File: src/aleu_pkg.sv
// Shared types, field widths and codes of the adjacency list edge update unit.
`timescale 1ns / 1ps

package aleu_pkg;

   // Fixed field widths of the request and response transfers
   localparam int OPCODE_W     = 2;
   localparam int NODE_FIELD_W = 6;
   localparam int SLOT_FIELD_W = 4;
   localparam int STATUS_W     = 3;
   localparam int DEG_FIELD_W  = 5;
   localparam int NB_FIELD_W   = 6;
   localparam int NODE_FIELD_N = 1 << NODE_FIELD_W;
   localparam int REQ_TDATA_W  = 24;
   localparam int RSP_TDATA_W  = 24;

   // Default configuration
   localparam int DEF_NODE_COUNT = 64;
   localparam int DEF_MAX_DEGREE = 16;

   typedef logic [OPCODE_W-1:0] opcode_type;
   typedef logic [STATUS_W-1:0] status_type;
   typedef logic [1:0]          alu_op_type;

   localparam opcode_type OP_ADD  = 2'd0;
   localparam opcode_type OP_DEL  = 2'd1;
   localparam opcode_type OP_READ = 2'd2;

   localparam status_type ST_OK      = 3'd0;
   localparam status_type ST_PRESENT = 3'd1;
   localparam status_type ST_ABSENT  = 3'd2;
   localparam status_type ST_FULL    = 3'd3;
   localparam status_type ST_UNUSED  = 3'd4;
   localparam status_type ST_SELF    = 3'd5;

   // Shared degree unit operations
   localparam alu_op_type ALU_PASS = 2'd0;
   localparam alu_op_type ALU_INC  = 2'd1;
   localparam alu_op_type ALU_DEC  = 2'd2;

endpackage

File: src/aleu_alu.sv
// Shared degree unit: increment, decrement or pass, plus a less-than compare.
`timescale 1ns / 1ps

module aleu_alu
   import aleu_pkg::*;
#(
   parameter int WIDTH = 5
) (
   input  alu_op_type       op,
   input  logic [WIDTH-1:0] opnd_x,
   input  logic [WIDTH-1:0] opnd_y,
   output logic [WIDTH-1:0] result,
   output logic             less
);

   always_comb begin
      case (op)
         ALU_INC: result = opnd_x + WIDTH'(1);
         ALU_DEC: result = opnd_x - WIDTH'(1);
         default: result = opnd_x;
      endcase
   end

   assign less = (opnd_x < opnd_y);

endmodule

File: config.mk
export PLATFORM = sky130hd
export DESIGN_NAME = aleu_alu
export DESIGN_NICKNAME = d
export VERILOG_FILES = /design/src/aleu_pkg.sv /design/src/aleu_alu.sv
export SDC_FILE = /design/constraint.sdc
export NUM_CORES = 1
export LEC_CHECK = 0
export ABC_CLOCK_PERIOD_IN_PS = 1960
export CELL_PAD_IN_SITES_DETAIL_PLACEMENT = 0
export CELL_PAD_IN_SITES_GLOBAL_PLACEMENT = 1
export CORE_AREA = 2 2 39 41
export DETAILED_ROUTE_END_ITERATION = 10
export DIE_AREA = 0 0 41 43
export DONT_BUFFER_PORTS = 1
export PLACE_DENSITY = 0.51
export SLEW_MARGIN = 20
export SYNTH_ARGS = -nofsm -noshare
export SYNTH_HDL_FRONTEND = slang
export SYNTH_SLANG_ARGS = --single-unit
File: constraint.sdc
create_clock -name vclk -period 1.96
set_clock_uncertainty 0.05 [all_clocks]
set_input_delay 0.392 -clock vclk [all_inputs]
set_output_delay 0.392 -clock vclk [all_outputs]
set_load 0.01 [all_outputs]
* Word-level counts from Yosys, hierarchy flattened
Index checks and enable logic that the tools add are counted.
** Word-level totals
- Bits in registers :: 0
- Word-level logic and storage cells :: 6
** Operators by class
- Add/sub/neg operators :: 2
- Order comparisons :: 1
- Equal/unequal tests :: 2
- Muxes and demuxes :: 1
** Operators with widths (count)
- case mux 5 bit (2 select lines) :: 1
- adder 5 x 1 -> 5 bit, second input constant :: 1
- < comparator 5 bit :: 1
- subtractor 5 x 1 -> 5 bit, second input constant :: 1
- equality test 2 x 1 -> 1 bit, second input constant :: 1
- equality test 2 bit, second input constant :: 1

* Logic depth before layout (Yosys ltp)
- Word-level depth :: 2
- Depth in mapped cells :: 8
- Mapped depth without buffers :: 8

* Worst setup path before layout
No wires, ideal clock.
- Kind :: input to output
- From :: input op[0]
- To :: output result[4]
- Arrival :: 1.638 ns
- Data required time :: 1.518 ns
- Path slack :: -0.120 ns
- Cell stages on the path :: 8
- Cells stage by stage :: inv_1 > ha_1 > xor2_1 > ha_1 > o31ai_1 > nand2_1 > o41ai_2 > xor2_1
** On the way
- Longest elaborated chain between the ends :: 2
- Elaborated cells on any way between the ends :: 3
- Those cells by class :: eq/ne (2); mux (1)
** Ends and longest elaborated chain
- from (decl) :: RTL line aleu_alu.sv:9 : input alu_op_type op,
- equality test 2 bit / equality test 2 x 1 -> 1 bit (equally long branches) :: RTL line aleu_alu.sv:17 : case (op)
- case mux 5 bit (2 select lines) * :: RTL line aleu_alu.sv:17
- to (decl) :: RTL line aleu_alu.sv:12 : output logic [WIDTH-1:0] result,
Every way passes the cells marked *; elsewhere a longest branch is shown, timed or not.

* Worst setup path in the final report
Ends and elaborated chain as after synthesis.

==> results.cfg <==
[routing]
drc = 0
ant_nets = 0
first_iter_violations = 0
num_vias = 290
drtPass1Iterations = 1
wire_per_inst_um = 11.57
vias_per_cell = 4.833
wl_um = 694

[clock_tree]
holdBufCountCts = 0
post-cts-setup-buffer-count = 0

[floorplan]
core-area_um2 = 1384
die_width_um = 41
die_area_um2 = 1763
dieHeight_um = 43
rows = 14
initial_core_util_pct = 22.42
io_pins = 18

[timing]
setup_ws_ns = -0.0003979
slew_violations = 0
setup_viol = 1
post-route-period-util_pct = 100.0
max_slew_margin_pct = 81.21
hold_slack_ns = 0.8140
fin_crit_ns = 1.960
fmax_mhz = 510.1
rsz0062_at_grt = true
tightest_slew_ns = 0.2788
hold_viol_final = 0

[critical_path]
cp.depth = 8
critPathKind = primary input to output port
worst_path_max_delay_cell = xor2_1
crit_path_max_fanout = 4
arrival_ns = 1.52
crit_family = XOR/XNOR gates
path_buf_inv = 1
path_cells = inv_12, ha_4, xor2_1, ha_2, o31ai_2, nand2_1, o41ai_2, xor2_1
crit_top_cell = xor2_1
startpoint = op[0]
endpoint = result[4]
cp_slowest_stage_delay_ns = 0.28
required_ns = 1.52
cp-start-kind = primary input
endpoint_kind = output port

[pwr]
p_sw_w = 0.00004393
p_comb_share_pct = 100.0
swShare_pct = 51.43
pwr-share-clk_pct = 0
vdd_drop_max_v = 0.00005694
p_leak_nw = 0.1783
p_int_w = 0.00004149
power_density_nw_per_um2 = 216.0
sequentialPowerShare_pct = 0
power_w = 0.00008541

[grt]
grt_pass1_vias = 311
grt_usage_pct = 9.590
antenna_found_initial = 0
grt_overflow_total = 0
grt_max_degree = 9
grt_pass1_wl_mm = 1.269

[place]
portBuffers = 0
place_area_um2 = 370.4
place.gp.congestion = 0.6384
dpl.cell_count = 60
post-dp-hpwl_um = 590.9

[final_layout]
final_cell_area_um2 = 395.4
drive_gt1_share_pct = 27.27
num_antenna_cells = 0
fin_util_pct = 28.57
fin_nets = 65
multi_input_area_um2 = 317.8
layout.cells.non_filler = 60
nClkBuffers = 0
fill_cells = 164
seq_cell_count = 0
areaGrowthSynthToFinish_pct = 27.42
seq_area_um2 = 0

[hold_path]
hold_class = primary input to output port
hold_start = opnd_x[2]

[yosys]
synthTopCellsByArea = ha_1 28%, xor2_1 14%, a21oi_1 9.7%
yosysTopAreaCellShare_pct = 28.23
yosysMostFrequentCell = ha_1
yosysTopAreaCell = ha_1
synthCells = 41
synth_seq_area_share_pct = 0
syn-num-nets = 60
syn_area_um2 = 310.3
syn_area_per_cell_um2 = 7.568
yosys-top-cells-count = 7 x ha_1, 6 x a21oi_1, 6 x inv_1
synth_cell_types = 18
synth_warnings = 0

[status]
violations = negative setup slack
outcome = finished, violations left

[flow_run]
max_cap_viol_count = 0
-- routing by layer --
layer	track usage, %	part of all wire (%)	vias to the layer above
met5	0	0	-
met4	0	0	0
met3	0	7.3	0
met2	16.25	47	10
met1	13.92	45	130
li1	-	-	150
-- cell type report --
cell class	instances	share of cell area, %
tap	16	5.063
multi-input combinational	35	80.38
inverter	6	8.861
timing repair buffer	3	5.696
-- power by group through the flow --
stage | sequential, W | clock, W | combinational [W]
after detailed placement | 0 | 0 | 0.0000830
after global routing | 0 | 0 | 0.0000973
after floorplan | 0 | 0 | 0.0000669
after global placement | 0 | 0 | 0.0000811
final | 0 | 0 | 0.0000854
after CTS | 0 | 0 | 0.0000854
-- cells in the final DEF (no fill, tap or decap), drive strengths merged --
cell and instances:
nand2b 1, nor4b 1, nor3b 2, a21oi 6, nand2 2, xor2 5, nor2 1, a21o 2
and2b 1, o41ai 1, ha 7, inv 6, mux2 1, o21ai 1, xnor2 1, o31ai 1
o21a 1, nand3 1, buf 3
-- worst min-delay path by stage --
stage           endpoint  slack [ns]  cells after the start
2_1_floorplan  result[4]        0.81                      1
3_3_place_gp   result[4]        0.82                      1
3_5_place_dp   result[4]        0.82                      1
4_1_cts        result[2]        0.82                      1
5_1_grt        result[4]        0.82                      1
6_report       result[2]        0.81                      1
-- cells by family after synthesis --
kind of cell	count (synthesis)	share of synthesized area, %
xor+xnor	6	16.94
compound gates	12	26.21
simple gates	9	17.74
fa+ha+maj	7	28.22
mux	1	3.629
buf+inv	6	7.258
-- metrics by stage --
step,setup TNS [ns],setup slack [ns]
CTS,-0.008923,-0.008923
global placement,-0.1055,-0.09615
global route,-0.1720,-0.09002
floorplan,0,0.004366
detailed placement,-0.08960,-0.08960
finish,-0.0003979,-0.0003979
-- what timing repair did --
| item | in CTS | in global routing |
|---|---|---|
| endpoints found under the hold margin | 0 | 0 |
| cloned | 0 | 0 |
| endpoints found under the setup margin | 1 | 3 |
| pin swaps | 4 | 1 |
| gates resized for setup | 4 | 2 |
(Power assumes the default switching activity.)
