`src/aleu_ram.sv`:
```
// Generic single write port, single read port RAM with registered read data.
`timescale 1ns / 1ps

module aleu_ram #(
   parameter int WIDTH = 8,
   parameter int DEPTH = 16,
   localparam int AW   = (DEPTH > 1) ? $clog2(DEPTH) : 1
) (
   input  logic             clock,
   input  logic             we,
   input  logic [AW-1:0]    waddr,
   input  logic [WIDTH-1:0] wdata,
   input  logic [AW-1:0]    raddr,
   output logic [WIDTH-1:0] rdata
);

   logic [WIDTH-1:0] mem_ff [DEPTH];
   logic [WIDTH-1:0] rdata_ff;

   always_ff @(posedge clock) begin
      if (we) begin
         mem_ff[waddr] <= wdata;
      end
      rdata_ff <= mem_ff[raddr];
   end

   assign rdata = rdata_ff;

endmodule

```
`config.mk`:
```
export PLATFORM = sky130hd
export DESIGN_NAME = aleu_ram
export DESIGN_NICKNAME = d
export VERILOG_FILES = /design/src/aleu_ram.sv
export SDC_FILE = /design/constraint.sdc
export NUM_CORES = 1
export LEC_CHECK = 0
export ABC_AREA = 1
export BUFFER_PORTS_ARGS = -buffer_cell sky130_fd_sc_hd__clkbuf_2
export CAP_MARGIN = 10
export CORE_MARGIN = 2
export CORE_UTILIZATION = 24
export DETAILED_ROUTE_END_ITERATION = 6
export PLACE_DENSITY = 0.35
export SETUP_SLACK_MARGIN = 0.5
export SYNTH_ARGS = -nofsm -noshare
export SYNTH_HDL_FRONTEND = slang
export SYNTH_SLANG_ARGS = --single-unit
export TNS_END_PERCENT = 10
```
`constraint.sdc`:
```
create_clock -name clock -period 1.35 [get_ports clock]
set_clock_uncertainty 0.1 [all_clocks]
set_input_delay 0.135 -clock clock [delete_from_list [all_inputs] [get_ports clock]]
set_output_delay 0.135 -clock clock [all_outputs]
set_load 0.03 [all_outputs]
```
# Yosys cells after proc, flatten, opt, wreduce, memory -nomap -nowiden
# Memory sizes are Yosys's and may differ from the RTL's. A register that Yosys moved wholly into a read port is not among the register bits.
# Index checks and enable logic that the tools add are counted.
[classes]
mux = 2
[op_table]
columns = ["cell", "count"]
rows = [
  ["$mux 1", 2],
]
[totals]
reg_bits = 0
ram_bits = 128
inputBits = 18
elab_cells = 3
memories = 1
[mem_list]
columns = ["memory", "depth", "width", "rd", "rd_clocked_by_memory_dff", "write_ports", "line", "rtl"]
rows = [
  ["mem_ff", 16, 8, 1, 1, 1, "17", "logic [WIDTH-1:0] mem_ff [DEPTH];"],
]

# Longest topological paths before layout
# Gate-level depths: netlist of run 1.
[depth]
depth_word = 2
mapped_depth = 8

# Least setup slack after synthesis of run 1
# OpenSTA, ideal clock, no wires.
[synth_path]
path_type = "input to register"
startpoint = "in waddr[2]"
endpoint = "mem mem_ff[10][0] (enable)"
setup_ns = 0.370
arrival_ns = 0.716
required_ns = 0.880
path_slack_ns = 0.164
stages = 2
n_path_buf = 0
path_cell_list = "nand3b_1 -> nor2_1"
[synth_rtl]
columns = ["element", "line", "rtl"]
rows = [
  ["start, declared", "11", "input logic [AW-1:0] waddr,"],
  ["end, declared", "17", ""],
]
# No word-level cell before the write port.

# Final worst setup path of run 1
[layout_path]
startpoint = "reg rdata_ff[5], in the netlist rdata[5] (read register of mem_ff)"
endpoint = "out rdata[5]"
[layout_rtl]
columns = ["element", "line", "rtl"]
rows = [
  ["start, declared", "18", "logic [WIDTH-1:0] rdata_ff;"],
  ["end, declared", "14", "output logic [WIDTH-1:0] rdata"],
]
# No word-level cell between the ends.

==> results.md, run 1 <==
* Max_cap viols at 0
* Critical Path End Type: output port
* WP buf/inv at 1
* Largest net degree at the start of global routing at 65
* Final #Nets at 618
* Chip height at 159 um
* Tot GR Track Use at 12.7%
* Hold Crit Start: raddr[3]
* Hold-fix buffers at CTS at 0
* Worst-Margin Slew at 0.457 ns
* Clock-pin slew on the worst setup and hold paths at 0.06 ns
* Setup-failing EPs final at 0
* Io pins at 26
* CORE AREA at 0.0235 mm2
* R2R depth at 6
* # rows at 56
* Starting DRT DRC Count at 210
* Fin crit share at 84.7%
* DR pass1 iterations at 4
* Number of global-route vias before repair at 3771
* Die ar. at 0.0253 mm2
* Root buf cell: clkbuf_16
* TritonCTS clock tree: done
* Maximum root-to-sink buffer count at 2
* Seq cells post-synth at 136
* Post-CTS Setup Repair Bufs at 0
* Vias at 3773
* Fillers at 2451
* Via density per instance at 4.05
* Routed WL per cell at 16.5 um
* Antenna violations before repair at 0
* Post-DP HPWL at 9620 um
* R2r startpoint: mem_ff[9][4]
* Post-Place Cell Area at 0.00663 mm2
* DRC viols at 0
* Slew margin rel. at 69.5%
* Routed wl met3 at 386 um
* Input/output buffers at 25
* Worst flop-to-flop path endpoint: rdata[4]
* Final core area utilization at 31.0%
* Slowest cell on crit path: dfxtp_4
* Critical-path cell list: buf_8
* Kind of critical path: flip-flop to output port
* Metal2 WL at 7170 um
* Drt total wl at 15300 um
* Gp weighted congestion at 0.732
* Clk_lat worst skew at 0.41 ns
* Worst hold path depth at 4
* Max IR drop VDD at 779 uV
* Hold violation count in the final report at 0
* Initial Util at 24.5%
* Final global-route overflow total at 0
* Tmin final at 1.14 ns
* Most frequent cells in the layout: nand2_1 (171), edfxtp_1 (128), inv_1 (100)
* Most common cell after layout, fill and taps aside: nand2_1
* Syn Std Cell Area at 0.00577 mm2
* Cell area after layout at 0.00730 mm2
* Num CTS Buffers at 17
* Cell Pwr Density at 1320 mW/mm2
* Setup_tns at 0 ns
* Yosys warning count at 0
* Max H-tree Level at 4
* Hold path endpoint: rdata[5]
* Syn nets at 569
* Worst-path fanout max at 1
* First-pass GRT wire length at 23700 um
* Cell variety after synth at 12
* Synth Area per Inst at 10.5 um2
* Diodes inserted at 0
* Cells after Synth at 551
* Clk sinks at 136
* Hold Slack at 0.0746 ns
* Sequential area share after synthesis at 69.4%
* Crit start category: flip-flop
* Hold Crit Class: input port to flip-flop
* Status: finished, final reports clean
* Worst EP arrival at 0.91 ns
* Slowest stage delay, CP at 0.36 ns
* Top Metal Used: met4
* Worst EP required at 1.12 ns
* Final Max Tran Viols at 0
* Critical path's top delay family: flip-flops
* FMAX at 875 MHz
* Routed Antenna Nets at 0
* Chip Width at 159 um
* Layout overhead on the synthesized area at 26.7%
* Metal-1 WL at 7390 um
* Leakage power at 3.03 nW
* R2R Setup Slk at 0.25 ns
* Layout cells sized above 1 at 19.9%
* RSZ-0062 raised after global routing: yes
-- final cells by class --
cell class	instances	area [um2]	share of cell area [%]
inverters	102	383	5.24
clock inverters	12	86.3	1.18
multi-input cells	289	1350	18.5
clock buffers	19	433	5.93
well taps	319	399	5.46
repair buffers	54	637	8.72
flip-flops and latches	136	4010	54.9
-- metal layers --
metal,GRT usage [%],vias up
li1,-,1869
met1,17.1,1827
met4,5.83,0
met2,19.7,61
met3,2.71,16
met5,0,-
-- cells in the mapped netlist (all sizes together) --
cell type	instances	area, um2
buf	24	166
inv	102	383
nand3b	2	15.0
dfxtp	8	160
nor2	17	63.8
nand2	173	649
nand3	97	485
edfxtp	128	3840
-- where the power goes --
part,leakage [nW],switching [mW],internal (mW)
logic,1.56,0.509,0.258
clock network,0.246,1.68,2.47
registers,1.22,0.0340,4.73
total,3.03,2.22,7.46
-- worst max-delay path by stage --
stage / startpoint / end / cells after the start
after floorplan: waddr[2] / mem_ff[10][0] / 2
after global placement: raddr[0] / rdata[1] / 8
after detailed placement: raddr[0] / rdata[1] / 8
after CTS: rdata[5] / rdata[5] / 1
after global routing: rdata[0] / rdata[0] / 1
final: rdata[5] / rdata[5] / 1
-- per-stage QoR --
step           instances  total power [mW]  setup slack (ns)
5_1_grt              931              10.0             0.179
3_3_place_gp         900              5.57           -0.0715
3_5_place_dp         900              5.57           -0.0753
2_1_floorplan        551              5.23             0.241
6_report             931              9.68             0.207
4_1_cts              931              9.73             0.155
-- logic make-up (layout without fill, tap and decap cells) --
| family | count (synthesis) | after routing | share of synthesized area (%) |
|---|---|---|---|
| and+or+nand+nor | 289 | 289 | 21.0 |
| buffers and inverters | 126 | 187 | 9.52 |
| DFF | 136 | 136 | 69.4 |
-- state kept, by name, summed over array words and instances (netlist names) --
| name | flops |
|---|---|
| mem_ff | 128 |
| rdata | 8 |
-- repair_timing --
action	in CTS	in global routing
pin swaps	0	10
endpoints found under the setup margin	16	80
gates resized for setup	8	42
gates cloned	0	0
(Power assumes the default switching activity.)
==> run 2: changes to the inputs <==
--- a/config.mk
+++ b/config.mk
@@ -5,13 +5,13 @@
 export SDC_FILE = /design/constraint.sdc
 export NUM_CORES = 1
 export LEC_CHECK = 0
-export ABC_AREA = 1
+export ABC_AREA = 0
 export BUFFER_PORTS_ARGS = -buffer_cell sky130_fd_sc_hd__clkbuf_2
 export CAP_MARGIN = 10
 export CORE_MARGIN = 2
 export CORE_UTILIZATION = 24
 export DETAILED_ROUTE_END_ITERATION = 6
-export PLACE_DENSITY = 0.35
+export PLACE_DENSITY = 0.36
 export SETUP_SLACK_MARGIN = 0.5
 export SYNTH_ARGS = -nofsm -noshare
 export SYNTH_HDL_FRONTEND = slang
==> constraint.sdc (replaced) <==
create_clock -name clock -period 1 [get_ports clock]
set_clock_uncertainty 0.1 [all_clocks]
set_input_delay 0.1 -clock clock [delete_from_list [all_inputs] [get_ports clock]]
set_output_delay 0.1 -clock clock [all_outputs]
set_load 0.03 [all_outputs]
==> run 2 against run 1 <==
The run now ends with negative setup slack left. First-iteration DRC count fell by 29%. Synthesized area fell by 11%. Utilization rose by 1.0 points. Sequential power rose by 35%. Flip-flop and latch count did not move. Total power rose by 37%. Global-route usage fell by 1.8 points. Register-to-register slack got worse by 0.64 ns. Non-clock buffer count rose by 16. Die area fell by 10%. Design area fell by 7.7%. Final cell count fell by 36%. Critical endpoint is now rdata[1]. Largest power group unchanged.
==> results.md, run 2 <==
* Max H-tree Level at 4 (unchanged)
* Number of global-route vias before repair at 2683 (-29%)
* Worst EP arrival at 1.59 ns (+0.68 ns)
* Critical Path End Type: flip-flop
* Critical path's top delay family: multiplexers
* Max IR drop VDD at 700 uV (-10%)
* Max_cap viols at 0 (unchanged)
* Post-DP HPWL at 7750 um (-19%)
* Total power at 13.2 mW (+37%)
* Synth top area cells: edfxtp_1 (75%), mux4_2 (7.9%), mux4_1 (7.1%)
* Root buf cell: clkbuf_16
* Hold Crit Class: input port to flip-flop
* Number of synthesized flops with an enable pin at 128 (unchanged)
* RSZ-0062 raised after global routing: yes
* Critical-path cell list: mux4_2, a22oi_2, nand2_1
* Input/output buffers at 25 (unchanged)
* Tmin final at 1.39 ns
* Post-Place Cell Area at 0.00598 mm2 (-9.8%)
* Worst-path fanout max at 1 (unchanged)
* Maximum root-to-sink buffer count at 2 (unchanged)
* DR pass1 iterations at 4 (unchanged)
* Hold path endpoint: mem_ff[1][2]
* Largest register FFs at 128 (unchanged)
* FMAX at 717 MHz
* Worst-Margin Slew at 0.925 ns (+0.468 ns)
* Num CTS Buffers at 17 (unchanged)
* Syn Std Cell Area at 0.00515 mm2 (-11%)
* Kind of critical path: flip-flop to flip-flop
* Cells after Synth at 229 (-58%)
* Hold violation count in the final report at 0 (unchanged)
* Most common cell after layout, fill and taps aside: edfxtp_1
* Final #Nets at 326 (-47%)
* Seq cells post-synth at 136 (unchanged)
* Status: complete, but fails checks
* Most frequent cells after synthesis: edfxtp_1 (128), mux4_2 (18), a22oi_1 (16), mux4_1 (14), nor2_1 (13)
* Cell area after layout at 0.00674 mm2 (-7.7%)
* R2R depth at 3 (-3)
* First-pass GRT wire length at 17300 um (-27%)
* Post-synth top area share at 74.7% (+8.0 points)
* Slowest stage delay, CP at 0.51 ns (+0.15 ns)
* Most frequent cells in the layout: edfxtp_1 (128), mux4_2 (32), buf_4 (24)
* R2r startpoint: mem_ff[7][1]
* Post-CTS Setup Repair Bufs at 0 (unchanged)
* Cell Pwr Density at 1960 mW/mm2 (+48%)
* Worst flop-to-flop path endpoint: rdata[1]
* Starting DRT DRC Count at 149 (-29%)
* Final setup margin at -0.395 ns (-0.602 ns)
* Biggest register: mem_ff
* Via density per instance at 4.16 (+2.8%)
* Drt total wl at 11300 um (-26%)
* Cell variety after synth at 19 (+7)
* Fin crit share at 139%
* R2R Setup Slk at -0.39 ns (-0.64 ns)
* Clock-pin slew on the worst setup and hold paths at 0.06 ns (about the same)
* Syn nets at 247 (-57%)
* Sequential area share after synthesis at 77.8% (+8.4 points)
* Setup-failing EPs final at 24 (+24)
* Layout cells sized above 1 at 48.9% (+29 points)
* Hold Crit Start: wdata[2]
* Worst EP required at 1.19 ns (+0.07 ns)
* CORE AREA at 0.0210 mm2 (-11%)
* Main synth FF type: edfxtp_1
* Routed Antenna Nets at 0 (unchanged)
* Leading area contributor after synthesis: edfxtp_1
* Slowest cell on crit path: mux4_2
* Hold-fix buffers at CTS at 0 (unchanged)
* Slew margin rel. at 38.2% (-31 points)
* Chip height at 150 um (-5.4%)
* Antenna violations before repair at 0 (unchanged)
* Violated checks: negative setup slack
* Die ar. at 0.0226 mm2 (-10%)
* Fillers at 1980 (-19%)
* Gp weighted congestion at 0.709 (-3.1%)
* Yosys warning count at 0 (unchanged)
* Synth Area per Inst at 22.5 um2 (+110%)
* Diodes inserted at 0 (unchanged)
* Crit start category: flip-flop
* Chip Width at 150 um (-5.4%)
* Final global-route overflow total at 0 (unchanged)
* Clk sinks at 136 (unchanged)
* Worst hold path depth at 1 (-3)
* Tot GR Track Use at 11.0% (-1.8 points)
* Top-count cell post-synth: edfxtp_1
* Io pins at 26 (unchanged)
* Leakage power at 2.21 nW (-27%)
* Final Max Tran Viols at 0 (unchanged)
* Vias at 2482 (-34%)
* Ys async rst share at 0% (unchanged)
* TritonCTS clock tree: done
* DRC viols at 0 (unchanged)
* Layout overhead on the synthesized area at 31.0%
* Routed WL per cell at 19.0 um (+15%)
* WP buf/inv at 0 (-1)
* Clk_lat worst skew at 0.41 ns (about the same)
* # rows at 53 (-5.4%)
* Initial Util at 24.5% (about the same)
* Largest net degree at the start of global routing at 21 (-68%)
run 2: layer usage:
layer	vias up	track usage (%)	share of wire, %
li1	1113	-	-
met1	1299	14.9	48
met2	56	16.8	47
met3	14	3.36	3.9
met4	0	3.40	1.3
met5	-	0	0
run 2: through the flow:
| step | setup TNS, ns | util (%) | instances | hold WS [ns] | setup WS (ns) |
|---|---|---|---|---|---|
| global placement | -50.72 | 28.5 | 564 | 0.433 | -0.738 |
| finish | -3.79 | 32.1 | 596 | 0.0264 | -0.395 |
| global route | -4.62 | 32.1 | 596 | 0.0416 | -0.442 |
| floorplan | -24.90 | - | 229 | 0.0989 | -0.303 |
| CTS | -4.19 | 31.9 | 596 | 0.0187 | -0.411 |
| detailed placement | -52.20 | 28.5 | 564 | 0.443 | -0.744 |
run 2: layout make-up:
type                            instances  area [um2]  area share [%]
Multi-Input combinational cell         83        1100            16.3
Sequential cell                       136        4020            59.5
Timing Repair Buffer                   70         722            10.7
Clock buffer                           18         429            6.36
Tap cell                              275         344            5.10
Clock inverter                         14         134            1.99
run 2: how the worst max path moves through the flow:
stage	slack, ns	to	start	cells after the start
final	-0.39	rdata[1]	mem_ff[7][1]	3
after global routing	-0.44	rdata[1]	mem_ff[7][1]	3
after CTS	-0.41	rdata[1]	mem_ff[7][1]	3
after detailed placement	-0.74	rdata[1]	raddr[0]	6
after global placement	-0.74	rdata[1]	raddr[0]	6
after floorplan	-0.30	mem_ff[0][0]	waddr[2]	2
run 2: what timing repair did:
item                       CTS  global route
setup endpoints to repair  144           144
resized for setup           43            17
pin swaps                   14            11
run 2: cell families (layout without fill, tap and decap cells):
family | after synthesis | in the layout | synth area share, %
flip-flops | 136 | 136 | 77.8
buffers and inverters | 10 | 102 | 1.68
AO/OA/AOI/OAI | 16 | 16 | 2.33
AND/OR/NAND/NOR | 35 | 35 | 3.18
multiplexers | 32 | 32 | 15.0
run 2: power by group:
part | internal [mW] | total [mW] | leakage, nW | switching, mW
logic | 0.439 | 0.905 | 0.729 | 0.466
clock network | 3.62 | 5.90 | 0.261 | 2.28
registers | 6.38 | 6.44 | 1.22 | 0.0541
total | 10.4 | 13.2 | 2.21 | 2.80
